<file path="config.mk">
export PLATFORM = sky130hd
export DESIGN_NAME = utf16_to_utf8_transcoder_flat
export DESIGN_NICKNAME = d
export VERILOG_FILES = /design/src/rtl/core/u16u8_pkg.sv /design/src/rtl/core/u16u8_in_if.sv /design/src/rtl/core/u16u8_out_if.sv /design/src/rtl/core/u16u8_front.sv /design/src/rtl/core/u16u8_fifo.sv /design/src/rtl/core/u16u8_back.sv /design/src/rtl/core/utf16_to_utf8_transcoder.sv /design/src/flat_wrapper.sv
export SDC_FILE = /design/constraint.sdc
export NUM_CORES = 1
export LEC_CHECK = 0
export BUFFER_PORTS_ARGS = -buffer_cell sky130_fd_sc_hd__buf_4
export CAP_MARGIN = 20
export CORE_MARGIN = 3
export CORE_UTILIZATION = 56
export DETAILED_ROUTE_END_ITERATION = 10
export HOLD_SLACK_MARGIN = 0.12
export PLACE_DENSITY = 0.75
export REMOVE_ABC_BUFFERS = 1
export SKIP_CTS_REPAIR_TIMING = 1
export SLEW_MARGIN = 20
export SYNTH_ARGS = -nofsm -noshare
export SYNTH_HDL_FRONTEND = slang
export SYNTH_SLANG_ARGS = --single-unit
export TNS_END_PERCENT = 10
</file>
<file path="constraint.sdc">
create_clock -name clk -period 9.24 [get_ports clk]
set_clock_uncertainty 0.2 [all_clocks]
set_input_delay 0.462 -clock clk [delete_from_list [all_inputs] [get_ports clk]]
set_output_delay 0.462 -clock clk [all_outputs]
set_load 0.05 [all_outputs]
</file>
<file path="src/rtl/core/u16u8_pkg.sv">
package u16u8_pkg;

  localparam int LENGTH_BITS_DEF = 16;
  localparam int QUEUE_DEPTH_DEF = 4;

  localparam logic [15:0] CAPACITY_RESET = 16'd255;

  localparam logic [15:0] HIGH_SURR_FIRST = 16'hD800;
  localparam logic [15:0] HIGH_SURR_LAST  = 16'hDBFF;
  localparam logic [15:0] LOW_SURR_FIRST  = 16'hDC00;
  localparam logic [15:0] LOW_SURR_LAST   = 16'hDFFF;
  localparam logic [20:0] SUPP_BASE       = 21'h10000;
  localparam logic [7:0]  BOM_FF          = 8'hFF;
  localparam logic [7:0]  BOM_FE          = 8'hFE;

  typedef logic [20:0] cp_t;
  typedef logic [2:0]  blen_t;

  typedef struct packed {
    logic        v1;
    cp_t         cp1;
    blen_t       n1;
    logic        v2;
    cp_t         cp2;
    blen_t       n2;
    logic        last;
    logic        status;
    logic [15:0] length;
  } job_t;

  function automatic blen_t utf8_len(input cp_t cp);
    blen_t n;
    if (cp <= 21'h7F) begin
      n = 3'd1;
    end else if (cp <= 21'h7FF) begin
      n = 3'd2;
    end else if (cp <= 21'hFFFF) begin
      n = 3'd3;
    end else begin
      n = 3'd4;
    end
    return n;
  endfunction

  function automatic logic [7:0] utf8_byte(input cp_t cp, input blen_t n, input logic [1:0] i);
    logic [7:0] r;
    r = 8'h00;
    case (n)
      3'd1: r = cp[7:0];
      3'd2: begin
        case (i)
          2'd0:    r = {3'b110, cp[10:6]};
          default: r = {2'b10, cp[5:0]};
        endcase
      end
      3'd3: begin
        case (i)
          2'd0:    r = {4'b1110, cp[15:12]};
          2'd1:    r = {2'b10, cp[11:6]};
          default: r = {2'b10, cp[5:0]};
        endcase
      end
      default: begin
        case (i)
          2'd0:    r = {5'b11110, cp[20:18]};
          2'd1:    r = {2'b10, cp[17:12]};
          2'd2:    r = {2'b10, cp[11:6]};
          default: r = {2'b10, cp[5:0]};
        endcase
      end
    endcase
    return r;
  endfunction

endpackage

</file>
<file path="src/rtl/core/u16u8_in_if.sv">
interface u16u8_in_if;
  logic       valid;
  logic       ready;
  logic [7:0] in_byte;
  logic       last_byte;

  modport source (output valid, output in_byte, output last_byte, input ready);
  modport sink (input valid, input in_byte, input last_byte, output ready);
endinterface

</file>
<file path="src/rtl/core/u16u8_out_if.sv">
interface u16u8_out_if;
  logic        valid;
  logic        ready;
  logic [7:0]  out_byte;
  logic        byte_valid;
  logic        end_of_string;
  logic        status;
  logic [15:0] out_length;

  modport source (output valid, output out_byte, output byte_valid, output end_of_string,
                  output status, output out_length, input ready);
  modport sink (input valid, input out_byte, input byte_valid, input end_of_string,
                input status, input out_length, output ready);
endinterface

</file>
<file path="src/rtl/core/u16u8_front.sv">
module u16u8_front #(
  parameter int LENGTH_BITS = u16u8_pkg::LENGTH_BITS_DEF
) (
  input  logic              clk,
  input  logic              rst_n,
  input  logic              in_valid,
  output logic              in_ready,
  input  logic [7:0]        in_byte,
  input  logic              last_byte,
  input  logic              default_be,
  input  logic [15:0]       capacity,
  input  logic              q_full,
  output logic              q_push,
  output u16u8_pkg::job_t   q_job
);
  import u16u8_pkg::*;

  localparam int CW = (LENGTH_BITS > 16) ? LENGTH_BITS : 16;

  logic [7:0]             held_r, held_nxt;
  logic                   half_r, half_nxt;
  logic                   first_r, first_nxt;
  logic                   active_be_r, active_be_nxt;
  logic [9:0]             pend_lo_r, pend_lo_nxt;
  logic                   pend_v_r, pend_v_nxt;
  logic [LENGTH_BITS-1:0] bw_r, bw_nxt;
  logic                   stopped_r, stopped_nxt;
  logic                   ovf_r, ovf_nxt;

  logic                   accept;
  logic                   unit_here, bom_le, bom_be, bom, unit_ok, be;
  logic [15:0]            u;
  logic                   u_low, u_high, u_zero;
  logic                   p1_v, p2_v, stop_nul, np_v;
  logic [9:0]             np_lo;
  cp_t                    cp1, cp2;
  blen_t                  n1, n2;
  logic [CW-1:0]          cap_w, mask_w, cap_lim, bw_w;
  logic [LENGTH_BITS-1:0] cap_e, room, room2;
  logic                   fit1, fit2, ovf_step;

  assign accept   = in_valid && in_ready;
  assign in_ready = !q_full;

  assign unit_here = !stopped_r && half_r;
  assign bom_le    = first_r && (held_r == BOM_FF) && (in_byte == BOM_FE);
  assign bom_be    = first_r && (held_r == BOM_FE) && (in_byte == BOM_FF);
  assign bom       = bom_le || bom_be;
  assign unit_ok   = unit_here && !bom;
  assign be        = first_r ? (bom_be || (!bom_le && default_be)) : active_be_r;
  assign u         = be ? {held_r, in_byte} : {in_byte, held_r};
  assign u_low     = u inside {[LOW_SURR_FIRST:LOW_SURR_LAST]};
  assign u_high    = u inside {[HIGH_SURR_FIRST:HIGH_SURR_LAST]};
  assign u_zero    = (u == 16'h0000);

  always_comb begin
    p1_v     = 1'b0;
    p2_v     = 1'b0;
    cp1      = '0;
    cp2      = '0;
    stop_nul = 1'b0;
    np_v     = pend_v_r;
    np_lo    = pend_lo_r;
    if (unit_ok) begin
      if (pend_v_r) begin
        p1_v = 1'b1;
        np_v = 1'b0;
        if (u_low) begin
          cp1 = SUPP_BASE + {1'b0, pend_lo_r, u[9:0]};
        end else begin
          cp1 = {5'b0, 6'b110110, pend_lo_r};
          if (u_zero) begin
            stop_nul = 1'b1;
          end else if (u_high) begin
            np_v  = 1'b1;
            np_lo = u[9:0];
          end else begin
            p2_v = 1'b1;
            cp2  = {5'b0, u};
          end
        end
      end else begin
        if (u_zero) begin
          stop_nul = 1'b1;
        end else if (u_high) begin
          np_v  = 1'b1;
          np_lo = u[9:0];
        end else begin
          p1_v = 1'b1;
          cp1  = {5'b0, u};
        end
      end
    end
    if (last_byte && np_v && !stop_nul && !stopped_r) begin
      np_v = 1'b0;
      if (p1_v) begin
        p2_v = 1'b1;
        cp2  = {5'b0, 6'b110110, np_lo};
      end else begin
        p1_v = 1'b1;
        cp1  = {5'b0, 6'b110110, np_lo};
      end
    end
  end

  assign n1      = utf8_len(cp1);
  assign n2      = utf8_len(cp2);
  assign cap_w   = CW'(capacity);
  assign mask_w  = CW'({LENGTH_BITS{1'b1}});
  assign cap_lim = (cap_w > mask_w) ? mask_w : cap_w;
  assign cap_e   = cap_lim[LENGTH_BITS-1:0];
  assign room    = (cap_e > bw_r) ? (cap_e - bw_r) : '0;
  assign fit1    = p1_v && (LENGTH_BITS'(n1) <= room);
  assign room2   = room - LENGTH_BITS'(n1);
  assign fit2    = p2_v && fit1 && (LENGTH_BITS'(n2) <= room2);
  assign ovf_step = (p1_v && !fit1) || (p2_v && fit1 && !fit2);

  always_comb begin
    held_nxt      = held_r;
    half_nxt      = half_r;
    first_nxt     = first_r;
    active_be_nxt = active_be_r;
    pend_lo_nxt   = pend_lo_r;
    pend_v_nxt    = pend_v_r;
    bw_nxt        = bw_r;
    stopped_nxt   = stopped_r;
    ovf_nxt       = ovf_r;
    if (!stopped_r) begin
      if (!half_r) begin
        held_nxt = in_byte;
        half_nxt = 1'b1;
      end else begin
        half_nxt      = 1'b0;
        first_nxt     = 1'b0;
        active_be_nxt = be;
      end
      pend_v_nxt  = np_v;
      pend_lo_nxt = np_lo;
      bw_nxt      = bw_r + (fit1 ? LENGTH_BITS'(n1) : '0) + (fit2 ? LENGTH_BITS'(n2) : '0);
      stopped_nxt = ovf_step || stop_nul;
      ovf_nxt     = ovf_step;
    end
  end

  assign bw_w = CW'(bw_nxt);

  always_comb begin
    q_job.v1     = fit1;
    q_job.cp1    = cp1;
    q_job.n1     = n1;
    q_job.v2     = fit2;
    q_job.cp2    = cp2;
    q_job.n2     = n2;
    q_job.last   = last_byte;
    q_job.status = ovf_nxt;
    q_job.length = bw_w[15:0];
  end

  assign q_push = accept && (fit1 || fit2 || last_byte);

  always_ff @(posedge clk) begin
    if (!rst_n) begin
      held_r      <= '0;
      half_r      <= 1'b0;
      first_r     <= 1'b1;
      active_be_r <= 1'b0;
      pend_lo_r   <= '0;
      pend_v_r    <= 1'b0;
      bw_r        <= '0;
      stopped_r   <= 1'b0;
      ovf_r       <= 1'b0;
    end else if (accept) begin
      if (last_byte) begin
        held_r      <= '0;
        half_r      <= 1'b0;
        first_r     <= 1'b1;
        active_be_r <= default_be;
        pend_lo_r   <= '0;
        pend_v_r    <= 1'b0;
        bw_r        <= '0;
        stopped_r   <= 1'b0;
        ovf_r       <= 1'b0;
      end else begin
        held_r      <= held_nxt;
        half_r      <= half_nxt;
        first_r     <= first_nxt;
        active_be_r <= active_be_nxt;
        pend_lo_r   <= pend_lo_nxt;
        pend_v_r    <= pend_v_nxt;
        bw_r        <= bw_nxt;
        stopped_r   <= stopped_nxt;
        ovf_r       <= ovf_nxt;
      end
    end
  end

endmodule

</file>
<file path="src/rtl/core/u16u8_fifo.sv">
module u16u8_fifo #(
  parameter int DEPTH = u16u8_pkg::QUEUE_DEPTH_DEF
) (
  input  logic            clk,
  input  logic            rst_n,
  input  logic            push,
  input  u16u8_pkg::job_t push_job,
  output logic            full,
  input  logic            pop,
  output logic            not_empty,
  output u16u8_pkg::job_t head
);
  import u16u8_pkg::*;

  localparam int AW = (DEPTH > 1) ? $clog2(DEPTH) : 1;
  localparam int CNTW = $clog2(DEPTH + 1);

  job_t            mem_r [DEPTH];
  logic [AW-1:0]   wr_ptr_r, wr_ptr_nxt;
  logic [AW-1:0]   rd_ptr_r, rd_ptr_nxt;
  logic [CNTW-1:0] count_r, count_nxt;
  logic            do_push, do_pop;

  assign full      = (count_r == CNTW'(DEPTH));
  assign not_empty = (count_r != '0);
  assign head      = mem_r[rd_ptr_r];
  assign do_push   = push && !full;
  assign do_pop    = pop && not_empty;

  assign wr_ptr_nxt = (wr_ptr_r == AW'(DEPTH - 1)) ? '0 : wr_ptr_r + 1'b1;
  assign rd_ptr_nxt = (rd_ptr_r == AW'(DEPTH - 1)) ? '0 : rd_ptr_r + 1'b1;

  always_comb begin
    count_nxt = count_r;
    case ({do_push, do_pop})
      2'b10:   count_nxt = count_r + 1'b1;
      2'b01:   count_nxt = count_r - 1'b1;
      default: count_nxt = count_r;
    endcase
  end

  always_ff @(posedge clk) begin
    if (do_push) begin
      mem_r[wr_ptr_r] <= push_job;
    end
  end

  always_ff @(posedge clk) begin
    if (!rst_n) begin
      wr_ptr_r <= '0;
      rd_ptr_r <= '0;
      count_r  <= '0;
    end else begin
      if (do_push) begin
        wr_ptr_r <= wr_ptr_nxt;
      end
      if (do_pop) begin
        rd_ptr_r <= rd_ptr_nxt;
      end
      count_r <= count_nxt;
    end
  end

endmodule

</file>
<file path="src/rtl/core/u16u8_back.sv">
module u16u8_back (
  input  logic            clk,
  input  logic            rst_n,
  input  logic            head_valid,
  input  u16u8_pkg::job_t head,
  output logic            pop,
  u16u8_out_if.source     out_ch
);
  import u16u8_pkg::*;

  logic [2:0]  idx_r, idx_nxt;
  logic        out_valid_r, out_valid_nxt;
  logic [7:0]  byte_r;
  logic        bv_r, eos_r, st_r;
  logic [15:0] len_r;

  blen_t       n1e, n2e, count, last_idx;
  logic        can_load, emit, final_beat;
  logic [7:0]  sel_byte;
  logic [2:0]  idx2;

  assign n1e        = head.v1 ? head.n1 : '0;
  assign n2e        = head.v2 ? head.n2 : '0;
  assign count      = n1e + n2e;
  assign last_idx   = (count == '0) ? '0 : count - 1'b1;
  assign can_load   = !out_valid_r || out_ch.ready;
  assign emit       = head_valid && can_load;
  assign final_beat = (idx_r == last_idx);
  assign pop        = emit && final_beat;
  assign idx2       = idx_r - n1e;

  always_comb begin
    if (idx_r < n1e) begin
      sel_byte = utf8_byte(head.cp1, head.n1, idx_r[1:0]);
    end else begin
      sel_byte = utf8_byte(head.cp2, head.n2, idx2[1:0]);
    end
  end

  always_comb begin
    idx_nxt       = idx_r;
    out_valid_nxt = out_valid_r;
    if (emit) begin
      out_valid_nxt = 1'b1;
      idx_nxt       = final_beat ? '0 : idx_r + 1'b1;
    end else if (out_ch.ready) begin
      out_valid_nxt = 1'b0;
    end
  end

  always_ff @(posedge clk) begin
    if (!rst_n) begin
      idx_r       <= '0;
      out_valid_r <= 1'b0;
    end else begin
      idx_r       <= idx_nxt;
      out_valid_r <= out_valid_nxt;
    end
  end

  always_ff @(posedge clk) begin
    if (emit) begin
      byte_r <= (count == '0) ? 8'h00 : sel_byte;
      bv_r   <= (count != '0);
      eos_r  <= head.last && final_beat;
      st_r   <= head.last && final_beat && head.status;
      len_r  <= (head.last && final_beat) ? head.length : 16'h0000;
    end
  end

  assign out_ch.valid         = out_valid_r;
  assign out_ch.out_byte      = byte_r;
  assign out_ch.byte_valid    = bv_r;
  assign out_ch.end_of_string = eos_r;
  assign out_ch.status        = st_r;
  assign out_ch.out_length    = len_r;

`ifndef SYNTHESIS
  a_idx_range: assert property (@(posedge clk) disable iff (!rst_n) idx_r <= 3'd5)
    else $error("Byte index ran past the largest beat count.");
  a_idx_wrap: assert property (@(posedge clk) disable iff (!rst_n) pop |=> idx_r == 3'd0)
    else $error("Byte index did not restart after a job was retired.");
  a_empty_is_end: assert property (@(posedge clk) disable iff (!rst_n)
      out_valid_r && !bv_r |-> eos_r)
    else $error("A beat without a byte was not the end of a string.");
  a_no_emit_idle: assert property (@(posedge clk) disable iff (!rst_n)
      !head_valid |-> !pop)
    else $error("A job was retired from an empty queue.");
`endif

endmodule

</file>
<file path="src/rtl/core/utf16_to_utf8_transcoder.sv">
// UTF-16 to UTF-8 transcoder.
// The in_ch channel takes one source byte per beat, with last_byte set on the
// final byte of a string. The out_ch channel gives one UTF-8 byte per beat; the
// final beat of a string carries end_of_string, the overflow status and the
// produced length, and has byte_valid low when that byte produced nothing.
// A byte order mark in the first two bytes selects the byte order, otherwise
// the byte order register is used. The APB port holds the byte order register
// at address 0 and the output capacity at address 4.
// The front section pairs bytes into code units and sizes each code point
// combinationally, so one source byte is taken every cycle while the job queue
// has room. The back section emits one output byte per cycle while the receiver
// takes them, so the sustained rate is set by the output side; a source byte
// causes up to six output bytes. The first output byte of an item passes
// through the job queue and then the output register.
// A stalled receiver holds the output register; the queue then fills and
// in_ch.ready drops. Synchronous reset clears the queue, the string state and
// the registers (little endian, capacity 255).
module utf16_to_utf8_transcoder #(
  parameter int LENGTH_BITS = u16u8_pkg::LENGTH_BITS_DEF,
  parameter int QUEUE_DEPTH = u16u8_pkg::QUEUE_DEPTH_DEF
) (
  input  logic         clk,
  input  logic         rst_n,
  u16u8_in_if.sink     in_ch,
  u16u8_out_if.source  out_ch,
  input  logic         psel,
  input  logic         penable,
  input  logic         pwrite,
  input  logic [2:0]   paddr,
  input  logic [31:0]  pwdata,
  output logic [31:0]  prdata,
  output logic         pready
);
  import u16u8_pkg::*;

  localparam logic REG_BYTE_ORDER = 1'b0;
  localparam logic REG_CAPACITY   = 1'b1;

  logic        dbe_r;
  logic [15:0] cap_r;
  logic        cfg_wr;

  logic        q_full, q_push, q_pop, q_not_empty;
  job_t        q_job, q_head;

  assign pready = 1'b1;
  assign cfg_wr = psel && penable && pwrite && pready;

  always_ff @(posedge clk) begin
    if (!rst_n) begin
      dbe_r <= 1'b0;
      cap_r <= CAPACITY_RESET;
    end else if (cfg_wr) begin
      case (paddr[2])
        REG_BYTE_ORDER: dbe_r <= pwdata[0];
        REG_CAPACITY:   cap_r <= pwdata[15:0];
        default:        dbe_r <= dbe_r;
      endcase
    end
  end

  always_comb begin
    case (paddr[2])
      REG_BYTE_ORDER: prdata = {31'b0, dbe_r};
      REG_CAPACITY:   prdata = {16'b0, cap_r};
      default:        prdata = '0;
    endcase
  end

  u16u8_front #(
    .LENGTH_BITS(LENGTH_BITS)
  ) u_front (
    .clk        (clk),
    .rst_n      (rst_n),
    .in_valid   (in_ch.valid),
    .in_ready   (in_ch.ready),
    .in_byte    (in_ch.in_byte),
    .last_byte  (in_ch.last_byte),
    .default_be (dbe_r),
    .capacity   (cap_r),
    .q_full     (q_full),
    .q_push     (q_push),
    .q_job      (q_job)
  );

  u16u8_fifo #(
    .DEPTH(QUEUE_DEPTH)
  ) u_fifo (
    .clk       (clk),
    .rst_n     (rst_n),
    .push      (q_push),
    .push_job  (q_job),
    .full      (q_full),
    .pop       (q_pop),
    .not_empty (q_not_empty),
    .head      (q_head)
  );

  u16u8_back u_back (
    .clk        (clk),
    .rst_n      (rst_n),
    .head_valid (q_not_empty),
    .head       (q_head),
    .pop        (q_pop),
    .out_ch     (out_ch)
  );

endmodule

</file>
<file path="src/flat_wrapper.sv">
// flat-port wrapper written by rule: the top's interface ports become plain ports
module utf16_to_utf8_transcoder_flat import u16u8_pkg::*;
#(
  parameter int LENGTH_BITS = u16u8_pkg::LENGTH_BITS_DEF,
  parameter int QUEUE_DEPTH = u16u8_pkg::QUEUE_DEPTH_DEF
)
  (clk, rst_n, psel, penable, pwrite, paddr, pwdata, prdata, pready, in_ch_valid, in_ch_in_byte, in_ch_last_byte, in_ch_ready, out_ch_valid, out_ch_out_byte, out_ch_byte_valid, out_ch_end_of_string, out_ch_status, out_ch_out_length, out_ch_ready);
  u16u8_in_if in_ch_i ();
  u16u8_out_if out_ch_i ();
  input  logic clk;
  input  logic rst_n;
  input  logic psel;
  input  logic penable;
  input  logic pwrite;
  input  logic [2:0] paddr;
  input  logic [31:0] pwdata;
  output logic [31:0] prdata;
  output logic pready;
  input wire logic [$bits(in_ch_i.valid)-1:0] in_ch_valid;
  input wire logic [$bits(in_ch_i.in_byte)-1:0] in_ch_in_byte;
  input wire logic [$bits(in_ch_i.last_byte)-1:0] in_ch_last_byte;
  output wire logic [$bits(in_ch_i.ready)-1:0] in_ch_ready;
  output wire logic [$bits(out_ch_i.valid)-1:0] out_ch_valid;
  output wire logic [$bits(out_ch_i.out_byte)-1:0] out_ch_out_byte;
  output wire logic [$bits(out_ch_i.byte_valid)-1:0] out_ch_byte_valid;
  output wire logic [$bits(out_ch_i.end_of_string)-1:0] out_ch_end_of_string;
  output wire logic [$bits(out_ch_i.status)-1:0] out_ch_status;
  output wire logic [$bits(out_ch_i.out_length)-1:0] out_ch_out_length;
  input wire logic [$bits(out_ch_i.ready)-1:0] out_ch_ready;
  assign in_ch_i.valid = in_ch_valid;
  assign in_ch_i.in_byte = in_ch_in_byte;
  assign in_ch_i.last_byte = in_ch_last_byte;
  assign in_ch_ready = in_ch_i.ready;
  assign out_ch_valid = out_ch_i.valid;
  assign out_ch_out_byte = out_ch_i.out_byte;
  assign out_ch_byte_valid = out_ch_i.byte_valid;
  assign out_ch_end_of_string = out_ch_i.end_of_string;
  assign out_ch_status = out_ch_i.status;
  assign out_ch_out_length = out_ch_i.out_length;
  assign out_ch_i.ready = out_ch_ready;
  utf16_to_utf8_transcoder #(.LENGTH_BITS(LENGTH_BITS), .QUEUE_DEPTH(QUEUE_DEPTH)) u_core (.clk(clk), .rst_n(rst_n), .in_ch(in_ch_i), .out_ch(out_ch_i), .psel(psel), .penable(penable), .pwrite(pwrite), .paddr(paddr), .pwdata(pwdata), .prdata(prdata), .pready(pready));
endmodule
</file>
==> results of run 1 <==
worst paths after layout:
kind	cells past startpoint	slack, ns	endpoint
min	3	0.08	u_core.u_front.held_r[4]
max reg2reg	34	0.76	u_core.u_front.bw_r[15]
min reg2reg	2	0.29	u_core.cap_r[4]
max	36	0.59	u_core.u_front.bw_r[15]
power by group through the flow:
stage	registers (mW)	logic (mW)	clock network (mW)
after floorplan	2.24	0.771	0
after global placement	2.00	1.36	0
after detailed placement	2.01	1.38	0
after CTS	1.98	1.38	1.42
after global routing	2.00	1.53	1.49
final	1.98	1.41	1.40
flip-flops by register name, summed over array words and instances (netlist names), 2 cells and up, named ones only:
| signal | count |
|---|---|
| u_core.u_fifo.mem_r | 252 |
| u_core.cap_r | 16 |
| u_core.u_back.out_ch.out_length | 16 |
| u_core.u_front.bw_r | 16 |
| u_core.u_front.pend_lo_r | 10 |
| u_core.u_back.out_ch.out_byte | 8 |
| u_core.u_front.held_r | 8 |
| u_core.u_back.idx_r | 3 |
| u_core.u_fifo.count_r | 3 |
| u_core.u_fifo.rd_ptr_r | 2 |
| u_core.u_fifo.wr_ptr_r | 2 |
per-stage QoR:
| stage | std cells | setup WS, ns | hold WS (ns) | power [mW] |
|---|---|---|---|---|
| after CTS | 1870 | 0.643 | -0.0666 | 4.78 |
| after global routing | 1888 | 0.00492 | 0.121 | 5.01 |
| after floorplan | 1329 | 1.68 | 0.247 | 3.01 |
| after global placement | 1808 | 0.698 | 0.265 | 3.36 |
| final | 1888 | 0.588 | 0.0777 | 4.79 |
| after detailed placement | 1808 | 0.464 | 0.280 | 3.39 |
worst max-delay path, delay by kind of cell:
kind | cells | cell delay (ns)
AO/OA/AOI/OAI | 10 | 1.72
XOR/XNOR | 2 | 0.44
adder cells (fa/ha/maj) | 6 | 2.04
buffers and inverters | 4 | 0.79
AND/OR/NAND/NOR | 14 | 3.44
layout make-up:
class	count	area, sq um
inverters	66	248
repair buffers	107	866
clock inverters	20	206
flip-flops and latches	349	9780
multi-input cells	914	6990
fillers	2159	10500
well taps	390	488
clock buffers	42	923
layer usage:
layer | global-route usage [%] | routed length, microns | vias to the layer above
li1 | - | - | 5342
met4 | 7.04 | 1120 | 0
met5 | 0 | 0 | -
met1 | 34.7 | 17000 | 5628
met2 | 37.0 | 18400 | 516
met3 | 4.11 | 3170 | 82
cells in the mapped netlist (37+ instances only):
cell type  instances  area [sq um]
a21oi_1           56           280
and2_1            39           244
dfxtp_1           70          1400
edfxtp_1         279          8380
ha_1              44           551
inv_1             66           248
mux4_2            62          1400
nand2_1          115           432
nand3_1           37           185
nor2_1            89           334
nor2b_1           48           300
o21ai_0           61           305
cells by family (layout without fill, tap and decap cells):
kind of cell               after synthesis  count (layout)
and+or+nand+nor                        423             423
muxes                                  104             104
buffers and inverters                  140             235
xor gates and xnor gates                36              36
DFF                                    349             349
adders and majority gates               52              52
AOI/OAI and AO/OA                      276             276
other                                    2              23
==> metrics.txt, run 1 <==
PortBufs=77; Min Clock Period, post-route=8.65 ns; H-Tree Level Count=2; critical path's largest stage delay=0.73 ns; mux share of post-synthesis cell area=10.6%; total iterations of the first detailed-routing run=5; Flop pwr share=41.3%; largest net degree at the start of global routing=70; Setup crit start=in_ch_in_byte[3]; diode count=0; Root Buffer=clkbuf_16; final WL=39700 microns; DP Area=0.0182 sq mm; synth warn=0; Synth Flop Type=edfxtp_1; vias after detailed routing=11600; Seq/Total Area, Yosys=56.5%; Residual DRC=0; CP Launch Type=input pin; Cell Rows=63; drt wl/cell=21.0 microns; Synth Area in Compound Gates=10.8%; Initial DRC Count=983; Total GRT Usage=23.8%; CTS Sinks=349; maximum clock rate=116 MHz; Synth Area in Simple Gates=12.5%; fin area=0.0195 sq mm; Slowest-stage cell, CP=or4_1; internal power=3.21 mW; most common cell after layout, fill and taps aside=edfxtp_1; die width=182 microns; Finish-stage setup viols=0; post-DP HPWL=27000 microns; number of synthesized register bits=349; commonest cells after routing, fill and taps aside=edfxtp_1, nand2_1, nor2_1, buf_4, dfxtp_1; Synth Area in XOR/XNOR=1.82%; Worst-Margin Slew=1.03 ns; RSZ-0062 raised after global routing=no; DIE AREA=0.0330 sq mm; max_cap viols=0; Max FO, Critical Path=17; worst path arrival time=8.91 ns; Synth Instances=1382; Clock power frac=29.2%; final setup TNS=0 ns; vias in the first global route=11100; Worst R2R Start=u_core.u_front.held_r[7]; NumNets Final=1577; Worst-Skew Late Latency=0.52 ns; CORE AREA=0.0300 sq mm; initial antenna violation count=0; Worst Setup End Kind=flop; CP Data Required Time=9.49 ns; outcome=complete, no violations; Yosys cell types=90; Relative slew margins=31.6%; Hold/Removal Path Class=input pin to flop; area grow syn2layout=12.7%; Leak=6.62 nW; max-slew violation total from the final report=0; CTS Buf Count=36; io pins=113; min-delay src=in_ch_in_byte[4]; CTS clk-pin slew, worst paths=0.06 ns; Antenna Nets Post-Route=0; Congestion Overflow GR=0; first-pass GRT wire length=62100 microns; initial core utilization=57.6%; pwr dens=246 mW/mm^2; fin crit share=93.6%; synthesized area=0.0173 sq mm; FFs w/ async S/R, synth=0%; Hold Vio Cnt, Final=0; routability cong.=0.927; vias per cell=6.13; number of synthesized flops with an enable pin=279; Post-Route Utilization=64.9%; Die H=182 microns; crit path kind=input pin to flop; switching fraction of total power=32.9%; switching power=1.58 mW; VDD IR max=0.000117 V; Adder-Cell Fraction of Synth Area=4.11%; CTS tree=done; Longest Clk Path Bufs=3; largest family of logic cells by synthesized area=simple AND/OR/NAND/NOR gates; syn_area_per_cell=12.5 sq um; Comb power frac=29.5%; layout cells sized above 1=16.3%
No activity file was read; power rests on OpenSTA's default activity.
==> inputs of run 2 (changes only) <==
- ABC_AREA: unset -> 1
- PLACE_DENSITY: 0.75 -> 0.74
==> metrics.txt, run 2 <==
final setup TNS=0 ns (unchanged); most common cell after layout, fill and taps aside=nand2_1; die width=184 microns (+1.4%); worst path arrival time=8.64 ns (-0.27 ns); routability cong.=0.939 (+1.3%); pwr dens=281 mW/mm^2 (+15%); io pins=113 (unchanged); Longest Clk Path Bufs=3 (unchanged); number of synthesized register bits=349 (unchanged); Worst-Margin Slew=1.02 ns (-0.00599 ns); VDD IR max=0.000195 V (+67%); CORE AREA=0.0310 sq mm (+3.2%); Worst Setup End Kind=flop; crit path buf inv count=6 (+2); Total GRT Usage=25.4% (+1.7 points); synth top area cells=edfxtp_1, nand2_1, dfxtp_1; top cells by count, synth=nand2_1, edfxtp_1, nor2_1, inv_1, o21ai_0; crit-path most repeated cell=nand2_1; DP Area=0.0187 sq mm (+2.9%); initial antenna violation count=0 (unchanged); share of the synthesized area in the top cell type=47.0% (-1.4 points); Min Clock Period, post-route=8.47 ns (-0.187 ns); Synth Instances=1961 (+42%); Max FO, Critical Path=20 (+3); synth warn=0 (unchanged); Leak=8.17 nW (+23%); maximum clock rate=118 MHz (+2.2%); Seq/Total Area, Yosys=54.9% (-1.6 points); FFs w/ async S/R, synth=0% (unchanged); number of synthesized flops with an enable pin=279 (unchanged); max_cap viols=0 (unchanged); Root Buffer=clkbuf_16; max reg flops=252 (unchanged); diode count=0 (unchanged); syn_area_per_cell=9.08 sq um (-27%); drt wl/cell=17.8 microns (-15%); H-Tree Level Count=2 (unchanged); Die H=184 microns (+1.4%); CTS Buf Count=38 (+5.6%); kind of cell adding the most delay to the critical path=simple AND/OR/NAND/NOR gates; critical path's largest stage delay=0.48 ns (-0.25 ns); PortBufs=77 (unchanged); vias per cell=5.68 (-7.3%); max-slew violation total from the final report=0 (unchanged); crit path kind=flop to flop; area grow syn2layout=13.7%; Yosys cell types=58 (-36%); initial core utilization=57.5% (-0.14 points); vias in the first global route=13300 (+19%); top-count cell post-synth=nand2_1; cell taking the most area after synthesis=edfxtp_1; CTS Sinks=349 (unchanged); Initial DRC Count=1266 (+29%); outcome=complete, no violations; Antenna Nets Post-Route=0 (unchanged); synthesized area=0.0178 sq mm (+2.9%); CP Launch Type=flop; Synth Flop Type=edfxtp_1; final WL=44100 microns (+11%); fin area=0.0203 sq mm (+3.9%); Cell Rows=64 (+1.6%); hold slack=0.109 ns (+0.0310 ns); Worst-Skew Late Latency=0.53 ns (about the same); Finish-stage setup viols=0 (unchanged); Slowest-stage cell, CP=fa_1; total iterations of the first detailed-routing run=6 (+1); vias after detailed routing=14100 (+22%); DIE AREA=0.0340 sq mm (+2.8%); largest net degree at the start of global routing=67 (-4.3%); commonest cells after routing, fill and taps aside=nand2_1, edfxtp_1, nor2_1; post-DP HPWL=29400 microns (+8.7%); CP Data Required Time=9.42 ns (-0.07 ns); fin crit share=91.6% (-2.0 points); first-pass GRT wire length=68700 microns (+11%); NumNets Final=2157 (+37%); Residual DRC=0 (unchanged); RSZ-0062 raised after global routing=no; CTS tree=done; layout cells sized above 1=10.6% (-5.7 points); Hold/Removal Path Class=input pin to flop; Top reg by flops=u_core.u_fifo.mem_r; Hold Vio Cnt, Final=0 (unchanged); CTS clk-pin slew, worst paths=0.06 ns (about the same); Relative slew margins=31.3% (-0.32 points); Congestion Overflow GR=0 (unchanged)
## run 2: cell types whose count changed after synthesis, moves of 20 or more
cell / before / now
a21boi_0: 20 / 0
a21oi_1: 56 / 133
and2_1: 39 / 2
inv_1: 66 / 200
mux2i_1: 33 / 0
mux4_2: 62 / 0
nand2_1: 115 / 425
nand2b_1: 20 / 0
nand3_1: 37 / 86
nor2_1: 89 / 241
nor2b_1: 48 / 0
o21ai_0: 61 / 152
xnor2_1: 25 / 1
## run 2: worst paths after layout
| kind | startpoint | endpoint | slack, ns | cells past startpoint |
|---|---|---|---|---|
| max | u_core.u_front.held_r[4] | u_core.u_front.bw_r[15] | 0.77 | 52 |
| min reg2reg | u_core.u_front.pend_lo_r[1] | u_core.u_front.pend_lo_r[1] | 0.27 | 2 |
| max reg2reg | u_core.u_front.held_r[4] | u_core.u_front.bw_r[15] | 0.77 | 52 |
| min | rst_n | u_core.cap_r[2] | 0.11 | 2 |
## run 2: logic make-up (layout without fill, tap and decap cells)
| kind of cell | after synthesis | after routing | synth area share (%) |
|---|---|---|---|
| simple gates | 835 | 835 | 20.1 |
| other cells | 2 | 23 | 0.0422 |
| xor+xnor | 20 | 20 | 0.984 |
| compound gates | 401 | 401 | 13.0 |
| flops | 349 | 349 | 54.9 |
| fa+ha+maj | 52 | 52 | 3.99 |
| buf+inv | 302 | 404 | 6.97 |
## run 2: per-layer routing
layer	vias to the layer above	GRT usage, %	part of all wire (%)
li1	6828	-	-
met4	0	7.68	2.5
met1	6625	35.6	43
met2	539	40.5	46
met3	88	5.27	8.4
met5	-	0	0
## run 2: area by class of cell
| class | instances | area [sq um] |
|---|---|---|
| fillers | 2436 | 10700 |
| well taps | 396 | 495 |
| clock buffers | 50 | 1020 |
| flip-flops and latches | 349 | 9780 |
| multi-input cells | 1331 | 6940 |
| repair buffers | 126 | 1030 |
| clock inverters | 20 | 208 |
| inverters | 208 | 781 |
## run 2: where the power goes
group / internal (mW) / total [mW] / switching, mW / leakage, nW
sequential: 1.93 / 2.01 / 0.0792 / 3.20
clock: 0.868 / 1.48 / 0.615 / 0.596
combinational: 0.639 / 2.20 / 1.56 / 4.37
## run 2: stage by stage
| step | util [%] | worst slack [ns] | std cells | power [mW] |
|---|---|---|---|---|
| 5_1_grt | 65.4 | 0.0428 | 2480 | 6.01 |
| 3_5_place_dp | 60.4 | 0.304 | 2380 | 4.21 |
| 3_3_place_gp | 60.4 | 0.539 | 2380 | 4.16 |
| 6_report | 65.4 | 0.775 | 2480 | 5.70 |
| 2_1_floorplan | - | 0.849 | 1888 | 3.54 |
| 4_1_cts | 64.3 | 0.394 | 2450 | 5.69 |
==> inputs of run 3 (changes only) <==
- GPL_TIMING_DRIVEN: unset -> 0
==> metrics.txt, run 3 (synthesis gave the netlist of run 2 again) <==
outcome=complete, no violations; Hold Vio Cnt, Final=0 (unchanged); area grow syn2layout=15.5%; routability cong.=0.946 (+0.75%); PortBufs=77 (unchanged); initial core utilization=57.5% (unchanged); CP Data Required Time=9.29 ns (-0.13 ns); hold slack=0.115 ns (+0.00645 ns); worst reg2reg path endpoint=u_core.u_fifo.mem_r[2][15]; layout cells sized above 1=10.9% (+0.32 points); largest net degree at the start of global routing=95 (+42%); Worst Setup End Kind=flop; Leak=8.27 nW (+1.2%); Worst Slack Setup Final=0.777 ns (+0.00177 ns); R2R setup slack=0.78 ns (about the same); Setup crit start=u_core.u_front.held_r[4]; DP Area=0.0190 sq mm (+1.8%); first-pass GRT wire length=71100 microns (+3.5%); critical path's largest stage delay=0.41 ns (-0.07 ns); Cell Rows=64 (unchanged); NumNets Final=2153 (-0.19%); CP Launch Type=flop; Die H=184 microns (unchanged); worst path arrival time=8.52 ns (-0.12 ns); max reg flops=252 (unchanged); CTS clk-pin slew, worst paths=0.06 ns (about the same); vias per cell=5.72 (+0.74%); Relative slew margins=32.4% (+1.1 points); Final Total Pwr=5.75 mW (+0.84%); initial antenna violation count=0 (unchanged); CTS tree=done; Longest Clk Path Bufs=3 (unchanged); crit path kind=flop to flop; Residual DRC=0 (unchanged); Worst-Skew Late Latency=0.51 ns (-0.02 ns); max-slew violation total from the final report=0 (unchanged); Setup WS pre-CTS=-0.00924 ns (-0.314 ns); CTS Sinks=349 (unchanged); pwr dens=279 mW/mm^2 (-0.72%); crit-path most repeated cell=nand2_1; kind of cell adding the most delay to the critical path=simple AND/OR/NAND/NOR gates; io pins=113 (unchanged); max_cap viols=0 (unchanged); Max FO, Critical Path=20 (unchanged); vias in the first global route=13300 (-0.083%); commonest cells after routing, fill and taps aside=nand2_1, edfxtp_1, nor2_1; Worst path depth=54 (+3.8%); DIE AREA=0.0340 sq mm (unchanged); crit path buf inv count=4 (-2); Congestion Overflow GR=0 (unchanged); Hold/Removal Path Class=input pin to flop; Top reg by flops=u_core.u_fifo.mem_r; post-DP HPWL=31000 microns (+5.4%); maximum clock rate=118 MHz (about the same); number of cells on the worst reg-to-reg path=54 (+3.8%); Finish-stage setup viols=0 (unchanged); final WL=44700 microns (+1.4%); H-Tree Level Count=2 (unchanged); CTS Buf Count=37 (-2.6%); total iterations of the first detailed-routing run=6 (unchanged); Min Clock Period, post-route=8.46 ns (-0.00177 ns); vias after detailed routing=14200 (+0.50%); Slowest-stage cell, CP=fa_1; Worst setup endpoint=u_core.u_fifo.mem_r[2][15]; die width=184 microns (unchanged); most common cell after layout, fill and taps aside=nand2_1; Root Buffer=clkbuf_16; Worst-Margin Slew=1.00 ns (-0.0162 ns); diode count=0 (unchanged); drt wl/cell=18.1 microns (+1.7%); fin area=0.0206 sq mm (+1.6%); fin crit share=91.6% (about the same); Initial DRC Count=1418 (+12%); VDD IR max=0.000142 V (-27%); Antenna Nets Post-Route=0 (unchanged); Total GRT Usage=26.2% (+0.77 points); Worst R2R Start=u_core.u_front.held_r[4]; CORE AREA=0.0310 sq mm (unchanged)
run 3: cell types whose count changed in the layout (fill, tap and decap cells not counted), sizes merged:
| cell | previous run | this run |
|---|---|---|
| clkinv | 14 | 10 |
| buf | 96 | 98 |
| clkbuf | 50 | 51 |
| dlygate4sd3 | 30 | 25 |
| inv | 209 | 208 |
| bufinv | 3 | 4 |
run 3: power breakdown:
part / internal (mW) / total (mW) / switching, mW
clock network: 0.864 / 1.45 / 0.586
registers: 1.93 / 2.01 / 0.0807
logic: 0.694 / 2.28 / 1.59
run 3: through the flow:
step / utilization, % / cells / TNS [ns]
detailed placement: 61.5 / 2380 / -0.0369
floorplan: - / 1888 / 0
global placement: 59.7 / 2361 / -514.42
CTS: 65.3 / 2447 / 0
finish: 66.4 / 2474 / 0
global route: 66.4 / 2474 / -0.0601
run 3: area by class of cell:
| class | count | area, sq um |
|---|---|---|
| multi-input cells | 1331 | 7000 |
| fillers | 2363 | 10400 |
| clock buffers | 51 | 988 |
| well taps | 396 | 495 |
| repair buffers | 123 | 1330 |
| clock inverters | 16 | 190 |
| inverters | 208 | 788 |
| flip-flops and latches | 349 | 9780 |
run 3: routing by layer:
metal  global-route usage [%]  part of all wire [%]  vias up
li1                         -                     -     6826
met1                     37.1                    43     6635
met2                     42.6                    47      615
met3                     4.46                   8.4       74
met4                     6.56                   1.9        0
met5                        0                     0        -
run 3: worst min-delay path by stage:
| stage | start | end | cells after the start |
|---|---|---|---|
| global placement | u_core.u_front.bw_r[9] | u_core.u_front.bw_r[9] | 2 |
| global route | rst_n | u_core.cap_r[4] | 2 |
| detailed placement | u_core.u_front.bw_r[9] | u_core.u_front.bw_r[9] | 2 |
| CTS | pwdata[4] | u_core.cap_r[4] | 3 |
| floorplan | u_core.u_front.bw_r[14] | u_core.u_front.bw_r[14] | 2 |
| finish | rst_n | u_core.cap_r[6] | 2 |
